File: src/hw/rtl/picu_pkg.sv
// ----------------------------------------------------------------------------
// picu_pkg
// shared constants, operation codes and control types of the interrupt
// controller
// ----------------------------------------------------------------------------
`default_nettype none

package picu_pkg;

   // sizing
   localparam int SOURCE_COUNT  = 31;
   localparam int CONTEXT_COUNT = 4;
   localparam int PRIO_BITS     = 3;

   // fixed field widths
   localparam int FUNC_W  = 3;
   localparam int CTX_W   = 2;
   localparam int SRC_W   = 5;
   localparam int VALUE_W = 32;
   localparam int LINE_W  = 4;

   // source slots covered by the id field, slot zero reserved
   localparam int SRC_SLOTS  = 2 ** SRC_W;
   localparam int LINE_CTX   = (CONTEXT_COUNT < LINE_W) ? CONTEXT_COUNT : LINE_W;

   // priority scan: a group of lanes per cycle
   localparam int SCAN_LANES = 8;
   localparam int SCAN_STEPS = SRC_SLOTS / SCAN_LANES;
   localparam int LANE_W     = $clog2(SCAN_LANES);
   localparam int SCAN_IDX_W = $clog2(SCAN_STEPS);

   // enable bits that may be set: sources 1 to SOURCE_COUNT only
   localparam logic [VALUE_W-1:0] ENABLE_MASK =
      ((SOURCE_COUNT >= VALUE_W - 1) ? {VALUE_W{1'b1}} :
       ((VALUE_W'(1) << (SOURCE_COUNT + 1)) - VALUE_W'(1))) & ~VALUE_W'(1);

   typedef enum logic [FUNC_W-1:0] {
      FUNC_LEVEL    = 3'd0,
      FUNC_CLAIM    = 3'd1,
      FUNC_COMPLETE = 3'd2,
      FUNC_PRIO     = 3'd3,
      FUNC_ENABLE   = 3'd4,
      FUNC_THRESH   = 3'd5
   } func_type;

   typedef struct packed {
      logic                  capture;
      logic                  scan;
      logic [SCAN_IDX_W-1:0] scan_idx;
      logic                  apply;
      logic                  finish;
   } cmd_type;

   typedef struct packed {
      logic req_is_claim;
   } stat_type;

endpackage

`default_nettype wire

File: src/hw/rtl/picu_ctrl.sv
// ----------------------------------------------------------------------------
// picu_ctrl
// sequencer: accept, optional priority scan, state update, result load
// ----------------------------------------------------------------------------
`default_nettype none

module picu_ctrl (
   input  wire logic               clock,
   input  wire logic               reset,
   input  wire logic               req_valid,
   output logic                    req_ready,
   output logic                    rsp_valid,
   input  wire logic               rsp_ready,
   input  wire picu_pkg::stat_type stat,
   output picu_pkg::cmd_type       cmd
);
   import picu_pkg::*;

   typedef enum logic [3:0] {
      ST_IDLE   = 4'b0001,
      ST_SCAN   = 4'b0010,
      ST_APPLY  = 4'b0100,
      ST_FINISH = 4'b1000
   } state_type;

   state_type             state_ff, state_in;
   logic [SCAN_IDX_W-1:0] scan_cnt_ff, scan_cnt_in;
   logic                  rsp_valid_ff, rsp_valid_in;
   logic                  out_free;

   assign out_free  = !rsp_valid_ff || rsp_ready;
   assign req_ready = (state_ff == ST_IDLE);
   assign rsp_valid = rsp_valid_ff;

   always_comb begin
      state_in     = state_ff;
      scan_cnt_in  = scan_cnt_ff;
      rsp_valid_in = rsp_valid_ff && !rsp_ready;
      cmd          = '0;
      cmd.scan_idx = scan_cnt_ff;
      unique case (state_ff)
         ST_IDLE: begin
            if (req_valid) begin
               cmd.capture = 1'b1;
               scan_cnt_in = '0;
               state_in    = stat.req_is_claim ? ST_SCAN : ST_APPLY;
            end
         end
         ST_SCAN: begin
            cmd.scan    = 1'b1;
            scan_cnt_in = scan_cnt_ff + SCAN_IDX_W'(1);
            if (scan_cnt_ff == SCAN_IDX_W'(SCAN_STEPS - 1)) begin
               state_in = ST_APPLY;
            end
         end
         ST_APPLY: begin
            cmd.apply = 1'b1;
            state_in  = ST_FINISH;
         end
         ST_FINISH: begin
            if (out_free) begin
               cmd.finish   = 1'b1;
               rsp_valid_in = 1'b1;
               state_in     = ST_IDLE;
            end
         end
         default: begin
            state_in = ST_IDLE;
         end
      endcase
   end

   always_ff @(posedge clock) begin
      if (reset) begin
         state_ff     <= ST_IDLE;
         scan_cnt_ff  <= '0;
         rsp_valid_ff <= 1'b0;
      end else begin
         state_ff     <= state_in;
         scan_cnt_ff  <= scan_cnt_in;
         rsp_valid_ff <= rsp_valid_in;
      end
   end

endmodule

`default_nettype wire

File: src/hw/rtl/picu_datapath.sv
// ----------------------------------------------------------------------------
// picu_datapath
// source and context state, lane scan for the claim winner, line compute
// ----------------------------------------------------------------------------
`default_nettype none

module picu_datapath (
   input  wire logic                           clock,
   input  wire logic                           reset,
   input  wire picu_pkg::cmd_type              cmd,
   output picu_pkg::stat_type                  stat,
   input  wire logic [picu_pkg::FUNC_W-1:0]    req_func,
   input  wire logic [picu_pkg::CTX_W-1:0]     req_context_id,
   input  wire logic [picu_pkg::SRC_W-1:0]     req_source_id,
   input  wire logic                           req_level,
   input  wire logic [picu_pkg::VALUE_W-1:0]   req_write_value,
   output logic      [picu_pkg::LINE_W-1:0]    rsp_irq_lines,
   output logic      [picu_pkg::SRC_W-1:0]     rsp_claimed_id
);
   import picu_pkg::*;

   // captured word
   logic [FUNC_W-1:0]  func_ff;
   logic [CTX_W-1:0]   ctx_ff;
   logic [SRC_W-1:0]   src_ff;
   logic               lvl_ff;
   logic [VALUE_W-1:0] val_ff;

   // controller state
   logic [SRC_SLOTS-1:0]                     pending_ff;
   logic [SRC_SLOTS-1:0]                     gateway_ff;
   logic [SRC_SLOTS-1:0][PRIO_BITS-1:0]      prio_ff;
   logic [CONTEXT_COUNT-1:0][VALUE_W-1:0]    en_ff;
   logic [CONTEXT_COUNT-1:0][PRIO_BITS-1:0]  thr_ff;

   // scan running best
   logic [SRC_W-1:0]     best_ff, best_in;
   logic [PRIO_BITS-1:0] top_ff, top_in;

   logic [LINE_W-1:0] lines;
   logic [SRC_W-1:0]  rsp_claimed_id_ff;
   logic [LINE_W-1:0] rsp_irq_lines_ff;
   logic              src_ok;
   logic              ctx_ok;

   assign stat.req_is_claim = (req_func == FUNC_CLAIM);
   assign src_ok = (src_ff != '0) && (int'(src_ff) <= SOURCE_COUNT);
   assign ctx_ok = (int'(ctx_ff) < CONTEXT_COUNT);

   always_ff @(posedge clock) begin
      if (cmd.capture) begin
         func_ff <= req_func;
         ctx_ff  <= req_context_id;
         src_ff  <= req_source_id;
         lvl_ff  <= req_level;
         val_ff  <= req_write_value;
      end
   end

   // one group of lanes per cycle, strict compare keeps the lowest id on ties
   always_comb begin
      logic [SRC_W-1:0] sidx;
      best_in = best_ff;
      top_in  = top_ff;
      for (int l = 0; l < SCAN_LANES; l++) begin
         sidx = {cmd.scan_idx, LANE_W'(l)};
         if (ctx_ok && pending_ff[sidx] && en_ff[ctx_ff][sidx] &&
             (prio_ff[sidx] > thr_ff[ctx_ff]) && (prio_ff[sidx] > top_in)) begin
            top_in  = prio_ff[sidx];
            best_in = sidx;
         end
      end
   end

   always_ff @(posedge clock) begin
      if (cmd.capture) begin
         best_ff <= '0;
         top_ff  <= '0;
      end else if (cmd.scan) begin
         best_ff <= best_in;
         top_ff  <= top_in;
      end
   end

   always_ff @(posedge clock) begin
      if (reset) begin
         pending_ff <= '0;
         gateway_ff <= '1;
         prio_ff    <= '0;
         en_ff      <= '0;
         thr_ff     <= '0;
      end else if (cmd.apply) begin
         case (func_ff)
            FUNC_LEVEL: begin
               if (src_ok && lvl_ff && gateway_ff[src_ff]) begin
                  pending_ff[src_ff] <= 1'b1;
                  gateway_ff[src_ff] <= 1'b0;
               end
            end
            FUNC_CLAIM: begin
               if (ctx_ok && best_ff != '0) begin
                  pending_ff[best_ff] <= 1'b0;
               end
            end
            FUNC_COMPLETE: begin
               if (ctx_ok && src_ok && en_ff[ctx_ff][src_ff]) begin
                  gateway_ff[src_ff] <= 1'b1;
               end
            end
            FUNC_PRIO: begin
               if (src_ok) begin
                  prio_ff[src_ff] <= val_ff[PRIO_BITS-1:0];
               end
            end
            FUNC_ENABLE: begin
               if (ctx_ok) begin
                  en_ff[ctx_ff] <= val_ff & ENABLE_MASK;
               end
            end
            FUNC_THRESH: begin
               if (ctx_ok) begin
                  thr_ff[ctx_ff] <= val_ff[PRIO_BITS-1:0];
               end
            end
            default: begin
            end
         endcase
      end
   end

   // line per context: any pending enabled source above threshold
   always_comb begin
      lines = '0;
      for (int c = 0; c < LINE_CTX; c++) begin
         for (int s = 1; s <= SOURCE_COUNT; s++) begin
            if (pending_ff[s] && en_ff[c][s] && (prio_ff[s] > thr_ff[c])) begin
               lines[c] = 1'b1;
            end
         end
      end
   end

   always_ff @(posedge clock) begin
      if (cmd.finish) begin
         rsp_irq_lines_ff  <= lines;
         rsp_claimed_id_ff <= (func_ff == FUNC_CLAIM) ? best_ff : '0;
      end
   end

   assign rsp_irq_lines  = rsp_irq_lines_ff;
   assign rsp_claimed_id = rsp_claimed_id_ff;

endmodule

`default_nettype wire

File: src/hw/rtl/platform_interrupt_controller_unit.sv
// ----------------------------------------------------------------------------
// platform_interrupt_controller_unit
// platform interrupt controller: gateways, pending bits, priorities,
// per-context enables and thresholds, claim and completion
// ----------------------------------------------------------------------------
// sequence: level, completion and register-write words pass through the apply
//    and finish states to rsp_valid; a claim first scans the 32 source slots
//    in groups of 8, then applies and finishes; a new word is accepted only
//    in idle, after the previous one is loaded into the result register
// reset: synchronous; clears pending bits, priorities, enables, thresholds,
//    opens every gateway and clears rsp_valid; the result register is not reset
`default_nettype none

module platform_interrupt_controller_unit (
   input  wire logic                           clock,
   input  wire logic                           reset,
   // request words
   input  wire logic                           req_valid,
   output logic                                req_ready,
   input  wire logic [picu_pkg::FUNC_W-1:0]    req_func,
   input  wire logic [picu_pkg::CTX_W-1:0]     req_context_id,
   input  wire logic [picu_pkg::SRC_W-1:0]     req_source_id,
   input  wire logic                           req_level,
   input  wire logic [picu_pkg::VALUE_W-1:0]   req_write_value,
   // response words
   output logic                                rsp_valid,
   input  wire logic                           rsp_ready,
   output logic      [picu_pkg::LINE_W-1:0]    rsp_irq_lines,
   output logic      [picu_pkg::SRC_W-1:0]     rsp_claimed_id
);
   import picu_pkg::*;

   // command and status between sequencer and datapath
   cmd_type  cmd;
   stat_type stat;

   // sequencer: owns the handshakes and the scan count
   picu_ctrl u_ctrl (
      .clock     (clock),
      .reset     (reset),
      .req_valid (req_valid),
      .req_ready (req_ready),
      .rsp_valid (rsp_valid),
      .rsp_ready (rsp_ready),
      .stat      (stat),
      .cmd       (cmd)
   );

   // datapath: state registers, claim scan, line compute, result register
   picu_datapath u_datapath (
      .clock           (clock),
      .reset           (reset),
      .cmd             (cmd),
      .stat            (stat),
      .req_func        (req_func),
      .req_context_id  (req_context_id),
      .req_source_id   (req_source_id),
      .req_level       (req_level),
      .req_write_value (req_write_value),
      .rsp_irq_lines   (rsp_irq_lines),
      .rsp_claimed_id  (rsp_claimed_id)
   );

endmodule

`default_nettype wire

File: config.mk
export PLATFORM = sky130hd
export DESIGN_NAME = platform_interrupt_controller_unit
export DESIGN_NICKNAME = d
export VERILOG_FILES = /design/src/hw/rtl/picu_pkg.sv /design/src/hw/rtl/picu_ctrl.sv /design/src/hw/rtl/picu_datapath.sv /design/src/hw/rtl/platform_interrupt_controller_unit.sv
export SDC_FILE = /design/constraint.sdc
export NUM_CORES = 1
export LEC_CHECK = 0
export BUFFER_PORTS_ARGS = -buffer_cell sky130_fd_sc_hd__buf_2
export CAP_MARGIN = 20
export CORE_ASPECT_RATIO = 1.4
export CORE_MARGIN = 5
export CORE_UTILIZATION = 48
export DETAILED_ROUTE_END_ITERATION = 12
export GPL_ROUTABILITY_DRIVEN = 0
export SYNTH_ARGS = -nofsm -noshare
export SYNTH_HDL_FRONTEND = slang
export SYNTH_SLANG_ARGS = --single-unit
File: constraint.sdc
create_clock -name clock -period 22.6 [get_ports clock]
set_input_delay 2.26 -clock clock [delete_from_list [all_inputs] [get_ports clock]]
set_output_delay 2.26 -clock clock [all_outputs]
set_load 0.01 [all_outputs]
==> results of run 1 <==
[routing by layer]
layer,track usage,part of all wire,up-vias
met5,0,0.00012,-
met4,0.301,0.11,2
met1,0.399,0.36,11677
met2,0.549,0.44,1279
li1,-,-,10568
met3,0.0902,0.090,516
[registers in the layout (all words and copies together), names as in the netlist, 2 cells and up, named ones only]
name / count
u_datapath.pending_ff: 31
u_datapath.top_ff: 3
u_datapath.func_ff: 3
u_ctrl.scan_cnt_ff: 2
u_datapath.prio_ff: 96
u_datapath.src_ff: 5
u_datapath.best_ff: 5
u_datapath.rsp_claimed_id: 5
u_datapath.val_ff: 32
u_datapath.en_ff: 124
u_ctrl.state_ff: 4
u_datapath.ctx_ff: 2
u_datapath.rsp_irq_lines: 4
u_datapath.thr_ff: 12
[synthesized netlist by cell type, types with 50 or more instances]
| cell | instances | area, um^2 |
|---|---|---|
| sky130_fd_sc_hd__ha_1 | 410 | 5130 |
| sky130_fd_sc_hd__nand2_1 | 340 | 1280 |
| sky130_fd_sc_hd__dfxtp_1 | 310 | 6210 |
| sky130_fd_sc_hd__a21oi_1 | 196 | 981 |
| sky130_fd_sc_hd__nor2_1 | 178 | 668 |
| sky130_fd_sc_hd__nand3_1 | 163 | 816 |
| sky130_fd_sc_hd__nor2b_1 | 145 | 907 |
| sky130_fd_sc_hd__o21a_1 | 130 | 976 |
| sky130_fd_sc_hd__mux2i_1 | 127 | 1270 |
| sky130_fd_sc_hd__o2111ai_1 | 126 | 1100 |
| sky130_fd_sc_hd__clkbuf_1 | 104 | 390 |
| sky130_fd_sc_hd__inv_1 | 67 | 251 |
| sky130_fd_sc_hd__mux4_2 | 55 | 1240 |
| sky130_fd_sc_hd__edfxtp_1 | 52 | 1560 |
| sky130_fd_sc_hd__o21ai_0 | 50 | 250 |
[layout make-up]
| class | count | share of cell area |
|---|---|---|
| inverters | 68 | 0.00910 |
| flip-flops and latches | 362 | 0.277 |
| diodes | 3 | 0.000268 |
| clock buffers | 49 | 0.0384 |
| multi-input cells | 2244 | 0.610 |
| well taps | 714 | 0.0318 |
| clock inverters | 25 | 0.0107 |
| repair buffers | 102 | 0.0226 |
[worst max-delay path: cells and delay by family, from the launching register on]
kind	cells	cell delay [ns]
AOI/OAI and AO/OA	25	5.43
and+or+nand+nor	22	3.18
adders and majority gates	9	2.65
muxes	3	1.21
buffers and inverters	4	1.08
DFF	1	0.34
[cells by family after synthesis]
| family | after synthesis |
|---|---|
| AOI/OAI and AO/OA | 650 |
| adders and majority gates | 411 |
| and+or+nand+nor | 991 |
| muxes | 192 |
| DFF | 362 |
| buffers and inverters | 202 |
[path summary, 6_finish.rpt]
path,from,end,slack [ns],cells past startpoint
setup / recovery,u_datapath.ctx_ff[0]$_DFFE_PP_,u_datapath.best_ff[4]$_SDFFE_PP0P_,8.53,63
hold / removal,flip-flop,flip-flop,0.45,1
setup reg to reg,u_datapath.ctx_ff[0]$_DFFE_PP_,u_datapath.best_ff[4]$_SDFFE_PP0P_,8.53,63
hold reg to reg,flip-flop,flip-flop,0.45,1
[cells in the final DEF, fill, tap and decap left out, types with 126 or more instances in the layout]
| cell type | n |
|---|---|
| sky130_fd_sc_hd__mux2i_1 | 127 |
| sky130_fd_sc_hd__dfxtp_1 | 304 |
| sky130_fd_sc_hd__a21oi_1 | 196 |
| sky130_fd_sc_hd__nor2b_1 | 145 |
| sky130_fd_sc_hd__ha_1 | 410 |
| sky130_fd_sc_hd__o21a_1 | 130 |
| sky130_fd_sc_hd__nand2_1 | 340 |
| sky130_fd_sc_hd__o2111ai_1 | 126 |
| sky130_fd_sc_hd__nand3_1 | 163 |
| sky130_fd_sc_hd__nor2_1 | 177 |
[power by group]
part	switching [mW]	internal [mW]	total (mW)	leakage, nW
Clock	0.297	0.411	0.708	0.676
Combinational	0.148	0.0543	0.202	6.99
Sequential	0.0328	0.683	0.715	2.99
==> qor.csv, run 1 <==
metric;value;unit
mean post-synth cell area;9.15;um^2
Hold-fix buffers, CTS;0;
biggest fanout along the worst timing path;34;
worst path arrival time;14.53;ns
Max Fclk;71.1;MHz
EDFF count, synth;52;
Area Growth Syn to Fin;9.22;%
DRC marker count from the first detailed-route iteration;2306;
CTS H-tree depth;2;
number of resized instances in the post-cts repair step;0;
maximum number of pins on one net before global-route repair;149;
Max stage delay cell, worst path;sky130_fd_sc_hd__mux4_2;
count of fill cells added during filler insertion;4920;
wire length of the first global-routing pass;154;mm
combined area of all synthesized cells;25700;um^2
Chip Width;206;um
outcome;finished, final reports clean;
Std-Cell Rows;100;
Leak;10.7;nW
sum of internal, switching and leakage power;1.63;mW
starting utilization of the core area;0.484;
Routed wire per std cell;29.7;um
clock input transition at the sequential cells of the worst setup and hold paths;0.06;ns
worst clock skew on the final layout;0.0263;ns
total negative slack for setup checks;0;ns
xor and xnor area share after synthesis;0;
TritonCTS buffer count;40;
number of instances in the synthesized netlist;2808;
Seq cells post-synth;362;
Max Buffers Root-to-Sink;3;
total power divided by cell area;57.9;nW/um^2
post-layout min period;14.07;ns
worst-skew pair later-pin latency;0.60;ns
DP Area;26700;um^2
post-route worst hold slack;0.449;ns
Synth Flop Type;sky130_fd_sc_hd__dfxtp_1;
net count after synthesis;3265;
transition time at the pin with the least slew margin;1.08;ns
Post-Synth Simple-Gate Area;0.184;
final setup fails;0;
number of pins exceeding their max-slew limit in the final report;0;
total count of hold-check failures in the final report;0;
kind of critical path;reg -> reg;
critical path's largest stage delay;0.58;ns
synthesis warning total;0;
area share of fa/ha/maj cells after synthesis;0.200;
overall die area;58300;um^2
Multi-input gate area;17100;um^2
complex-gate fraction of the synthesized area;0.178;
Yosys cell types;81;
Worst VDD drop;69.1;uV
net count of the finished layout;3275;
category of the worst setup path launch point;flip-flop;
worst slack at placement;8.89;ns
First-pass DRT Iterations;7;
die height;284;um
remaining number of nets flagged by the antenna check after routing;0;
via density per instance;6.74;
Final Cell Area;28100;um^2
count of port buffers added during placement;57;
RSZ-0062 raised after global routing;false;
proportion of layout cells with a drive suffix above 1;0.0926;
number of standard cells in the layout, taps in and fillers out;3567;
multiplexer share of the synthesized area;0.103;
cell at the root of the clock tree;sky130_fd_sc_hd__clkbuf_16;
Post CTS Setup Buffer Count;0;
CTS tree;built;
Routed WL;106;mm
number of clock sinks;362;
aggregate global-route resource usage;0.353;
number of violations of the max-capacitance limit;0;
routed via count;24042;
Final Worst Setup Slack;8.53;ns
share of the core filled with cells;0.529;
via count of the first global-routing pass;23384;
endpoint class of the critical path;flip-flop;
post-placement cell count;3489;
area of all sequential standard cells;7770;um^2
area of the core region;53100;um^2
Slew HR;0.282;
post-synthesis async set-or-reset flop share;0;
CP Data Required Time;23.06;ns
final HPWL from detailed placement;76.1;mm
CP dominant cell by count;sky130_fd_sc_hd__nor2_1;
part of the Yosys area used for sequential elements;0.302;
worst min path class;reg -> reg;
I/O Pins;58;
global route total overflow;0;
part of the cycle the worst path needs;0.623;
largest family of logic cells by synthesized area;adder cells;
DRC violations left;0;
initial antenna violation count;7;
Note: power is estimated with default switching activity, not from simulation.
==> run 2: changes to the inputs <==
PLACE_DENSITY = 0.66   (was not set)
clock period = 12.9 ns   (was 22.6 ns; I/O delays follow)
==> run 2 against run 1 <==
Sequential power is 75% higher. Sequential cell count stayed put. Core utilization is 0.26 points higher. Die area stayed put. Clock power is 60% higher. First-iteration DRC count is 8.9% higher. Combinational power is 80% higher. Worst setup slack worse by 8.1 ns. Global-route usage is 0.12 points higher. Design area is 0.49% higher. Register-to-register slack worse by 8.1 ns. Critical path depth is 1 lower.
==> qor.csv, run 2 (synthesized netlist as in run 1, its figures left out) <==
metric;value;unit;change
met3 track demand over resource in global routing;0.104;;+0.0134
Leak;10.7;nW;+0.31%
aggregate global-route resource usage;0.354;;+0.00116
TritonCTS buffer count;39;;-2.5%
transition time at the pin with the least slew margin;1.11;ns;+0.0346 ns
Hold-fix buffers, CTS;0;;unchanged
remaining number of nets flagged by the antenna check after routing;0;;unchanged
worst min path class;reg -> reg;;
layer with the highest usage;met2;;
overall die area;58300;um^2;unchanged
count of fill cells added during filler insertion;4878;;-0.85%
kind of critical path;reg -> reg;;
starting utilization of the core area;0.484;;unchanged
Worst R2R Setup Slack;0.47;ns;-8.06 ns
Slew HR;0.260;;-0.0223
number of standard cells in the layout, taps in and fillers out;3581;;+0.39%
routed via count;24531;;+2.0%
critical path's largest stage delay;0.51;ns;-0.07 ns
Final Worst Setup Slack;0.473;ns;-8.06 ns
Area Growth Syn to Fin;9.76;%;
global route total overflow;0;;unchanged
I/O Pins;58;;unchanged
wire length of the first global-routing pass;154;mm;about the same
Max Fclk;80.5;MHz;+13%
final HPWL from detailed placement;73.9;mm;-3.0%
post-placement cell count;3494;;+0.14%
First-pass DRT Iterations;8;;+1
CP dominant cell by count;sky130_fd_sc_hd__ha_1;;
total count of hold-check failures in the final report;0;;unchanged
part of the cycle the worst path needs;0.963;;+0.341
number of clock sinks;362;;unchanged
Routed WL;106;mm;+0.31%
Regs by FF count;u_datapath.en_ff (124), u_datapath.prio_ff (96), u_datapath.val_ff (32);;
proportion of layout cells with a drive suffix above 1;0.106;;+0.0136
met1 Usage GRT;0.384;;-0.0149
DRC violations left;0;;unchanged
most frequent standard cell in the layout excluding fill and tap cells;sky130_fd_sc_hd__ha_1;;
end of the worst register-to-register path;u_datapath.best_ff[1]$_SDFFE_PP0P_;;
number of violations of the max-capacitance limit;0;;unchanged
flip-flop count of the largest register after layout;124;;unchanged
startpoint of the worst register-to-register path;u_datapath.ctx_ff[0]$_DFFE_PP_;;
initial antenna violation count;8;;+1
final setup fails;0;;unchanged
cell at the root of the clock tree;sky130_fd_sc_hd__clkbuf_16;;
worst-skew pair later-pin latency;0.58;ns;-0.02 ns
area of all sequential standard cells;7780;um^2;about the same
Max stage delay cell, worst path;sky130_fd_sc_hd__mux4_2;;
via density per instance;6.85;;+1.6%
post-layout min period;12.43;ns;-1.64 ns
CP Data Required Time;13.35;ns;-9.71 ns
Chip Width;206;um;unchanged
outcome;finished, final reports clean;;
via count of the first global-routing pass;23909;;+2.2%
worst path arrival time;12.88;ns;-1.65 ns
maximum number of pins on one net before global-route repair;108;;-28%
worst clock skew on the final layout;0.0390;ns;+0.0127 ns
met2 capacity usage during global routing;0.555;;+0.00603
post-route worst hold slack;0.442;ns;-0.00677 ns
count of port buffers added during placement;57;;unchanged
Routed wire per std cell;29.7;um;about the same
area of the core region;53100;um^2;unchanged
clock input transition at the sequential cells of the worst setup and hold paths;0.06;ns;about the same
DRC marker count from the first detailed-route iteration;2512;;+8.9%
die height;284;um;unchanged
Std-Cell Rows;100;;unchanged
Worst VDD drop;87.8;uV;+27%
number of pins exceeding their max-slew limit in the final report;0;;unchanged
CTS H-tree depth;2;;unchanged
Max Buffers Root-to-Sink;3;;unchanged
number of cells traversed by the worst register-to-register path;62;;-1.6%
number of cells on the worst hold path;1;;unchanged
endpoint class of the critical path;flip-flop;;
category of the worst setup path launch point;flip-flop;;
net count of the finished layout;3291;;+0.49%
total power divided by cell area;97.4;nW/um^2;+68%
worst slack at placement;-0.624;ns;-9.51 ns
biggest fanout along the worst timing path;8;;-76%
Biggest register;u_datapath.en_ff;;
Multi-input gate area;17200;um^2;+0.76%
CTS tree;built;;
commonest cells after routing, fill and taps aside;sky130_fd_sc_hd__ha_1, sky130_fd_sc_hd__nand2_1, sky130_fd_sc_hd__dfxtp_1;;
==> run 2: metal layers <==
layer / share of wire / vias to the layer above / wire length (um)
li1: - / 10592 / -
met1: 0.34 / 11687 / 35700
met2: 0.44 / 1571 / 47100
met3: 0.10 / 675 / 10800
met4: 0.12 / 6 / 12700
met5: 0.00037 / - / 39
==> run 2: power by group <==
part           switching (mW)  internal [mW]
Combinational           0.266         0.0970
Clock                   0.498          0.635
Sequential             0.0543           1.20
==> run 2: area by class of cell <==
cell class | instances | area share
Sequential cell | 362 | 0.276
Multi-Input combinational cell | 2244 | 0.612
Timing Repair Buffer | 119 | 0.0271
Antenna cell | 4 | 0.000355
Inverter | 68 | 0.00905
Clock inverter | 15 | 0.00413
Clock buffer | 55 | 0.0401
Tap cell | 714 | 0.0317
==> run 2: worst max-delay path by stage <==
stage,startpoint,to
2_1_floorplan,u_datapath.ctx_ff[0]$_DFFE_PP_,u_datapath.best_ff[3]$_SDFFE_PP0P_
3_3_place_gp,u_datapath.ctx_ff[0]$_DFFE_PP_,u_datapath.best_ff[3]$_SDFFE_PP0P_
3_5_place_dp,u_ctrl.scan_cnt_ff[0]$_SDFFE_PP0P_,u_datapath.best_ff[1]$_SDFFE_PP0P_
4_1_cts,u_ctrl.scan_cnt_ff[0]$_SDFFE_PP0P_,u_datapath.best_ff[1]$_SDFFE_PP0P_
5_1_grt,u_datapath.ctx_ff[0]$_DFFE_PP_,u_datapath.best_ff[4]$_SDFFE_PP0P_
6_report,u_datapath.ctx_ff[0]$_DFFE_PP_,u_datapath.best_ff[1]$_SDFFE_PP0P_
==> run 2: what timing repair did <==
| action | CTS | global route |
|---|---|---|
| setup endpoints to repair | 8 | 8 |
| gates cloned | 0 | 0 |
| setup buffers | 1 | 11 |
| pin swaps | 1 | 12 |
| resized for setup | 9 | 27 |
==> run 2: through the flow <==
stage	utilization	total power [mW]	TNS (ns)	area (um^2)
final	0.532	2.75	0	28200
after global routing	0.531	2.82	-0.381	28200
after CTS	0.527	2.73	0	28000
after detailed placement	0.503	1.62	-3.13	26700
after global placement	0.503	1.61	0	26700
after floorplan	-	1.47	0	25700
==> run 2: worst max-delay path: cells and delay by family (launching register included) <==
| family | cells | cell delay [ns] |
|---|---|---|
| AOI/OAI and AO/OA | 26 | 4.93 |
| adders and majority gates | 9 | 2.61 |
| DFF | 1 | 0.34 |
| and+or+nand+nor | 20 | 2.87 |
| buffers and inverters | 5 | 0.66 |
| muxes | 2 | 0.88 |
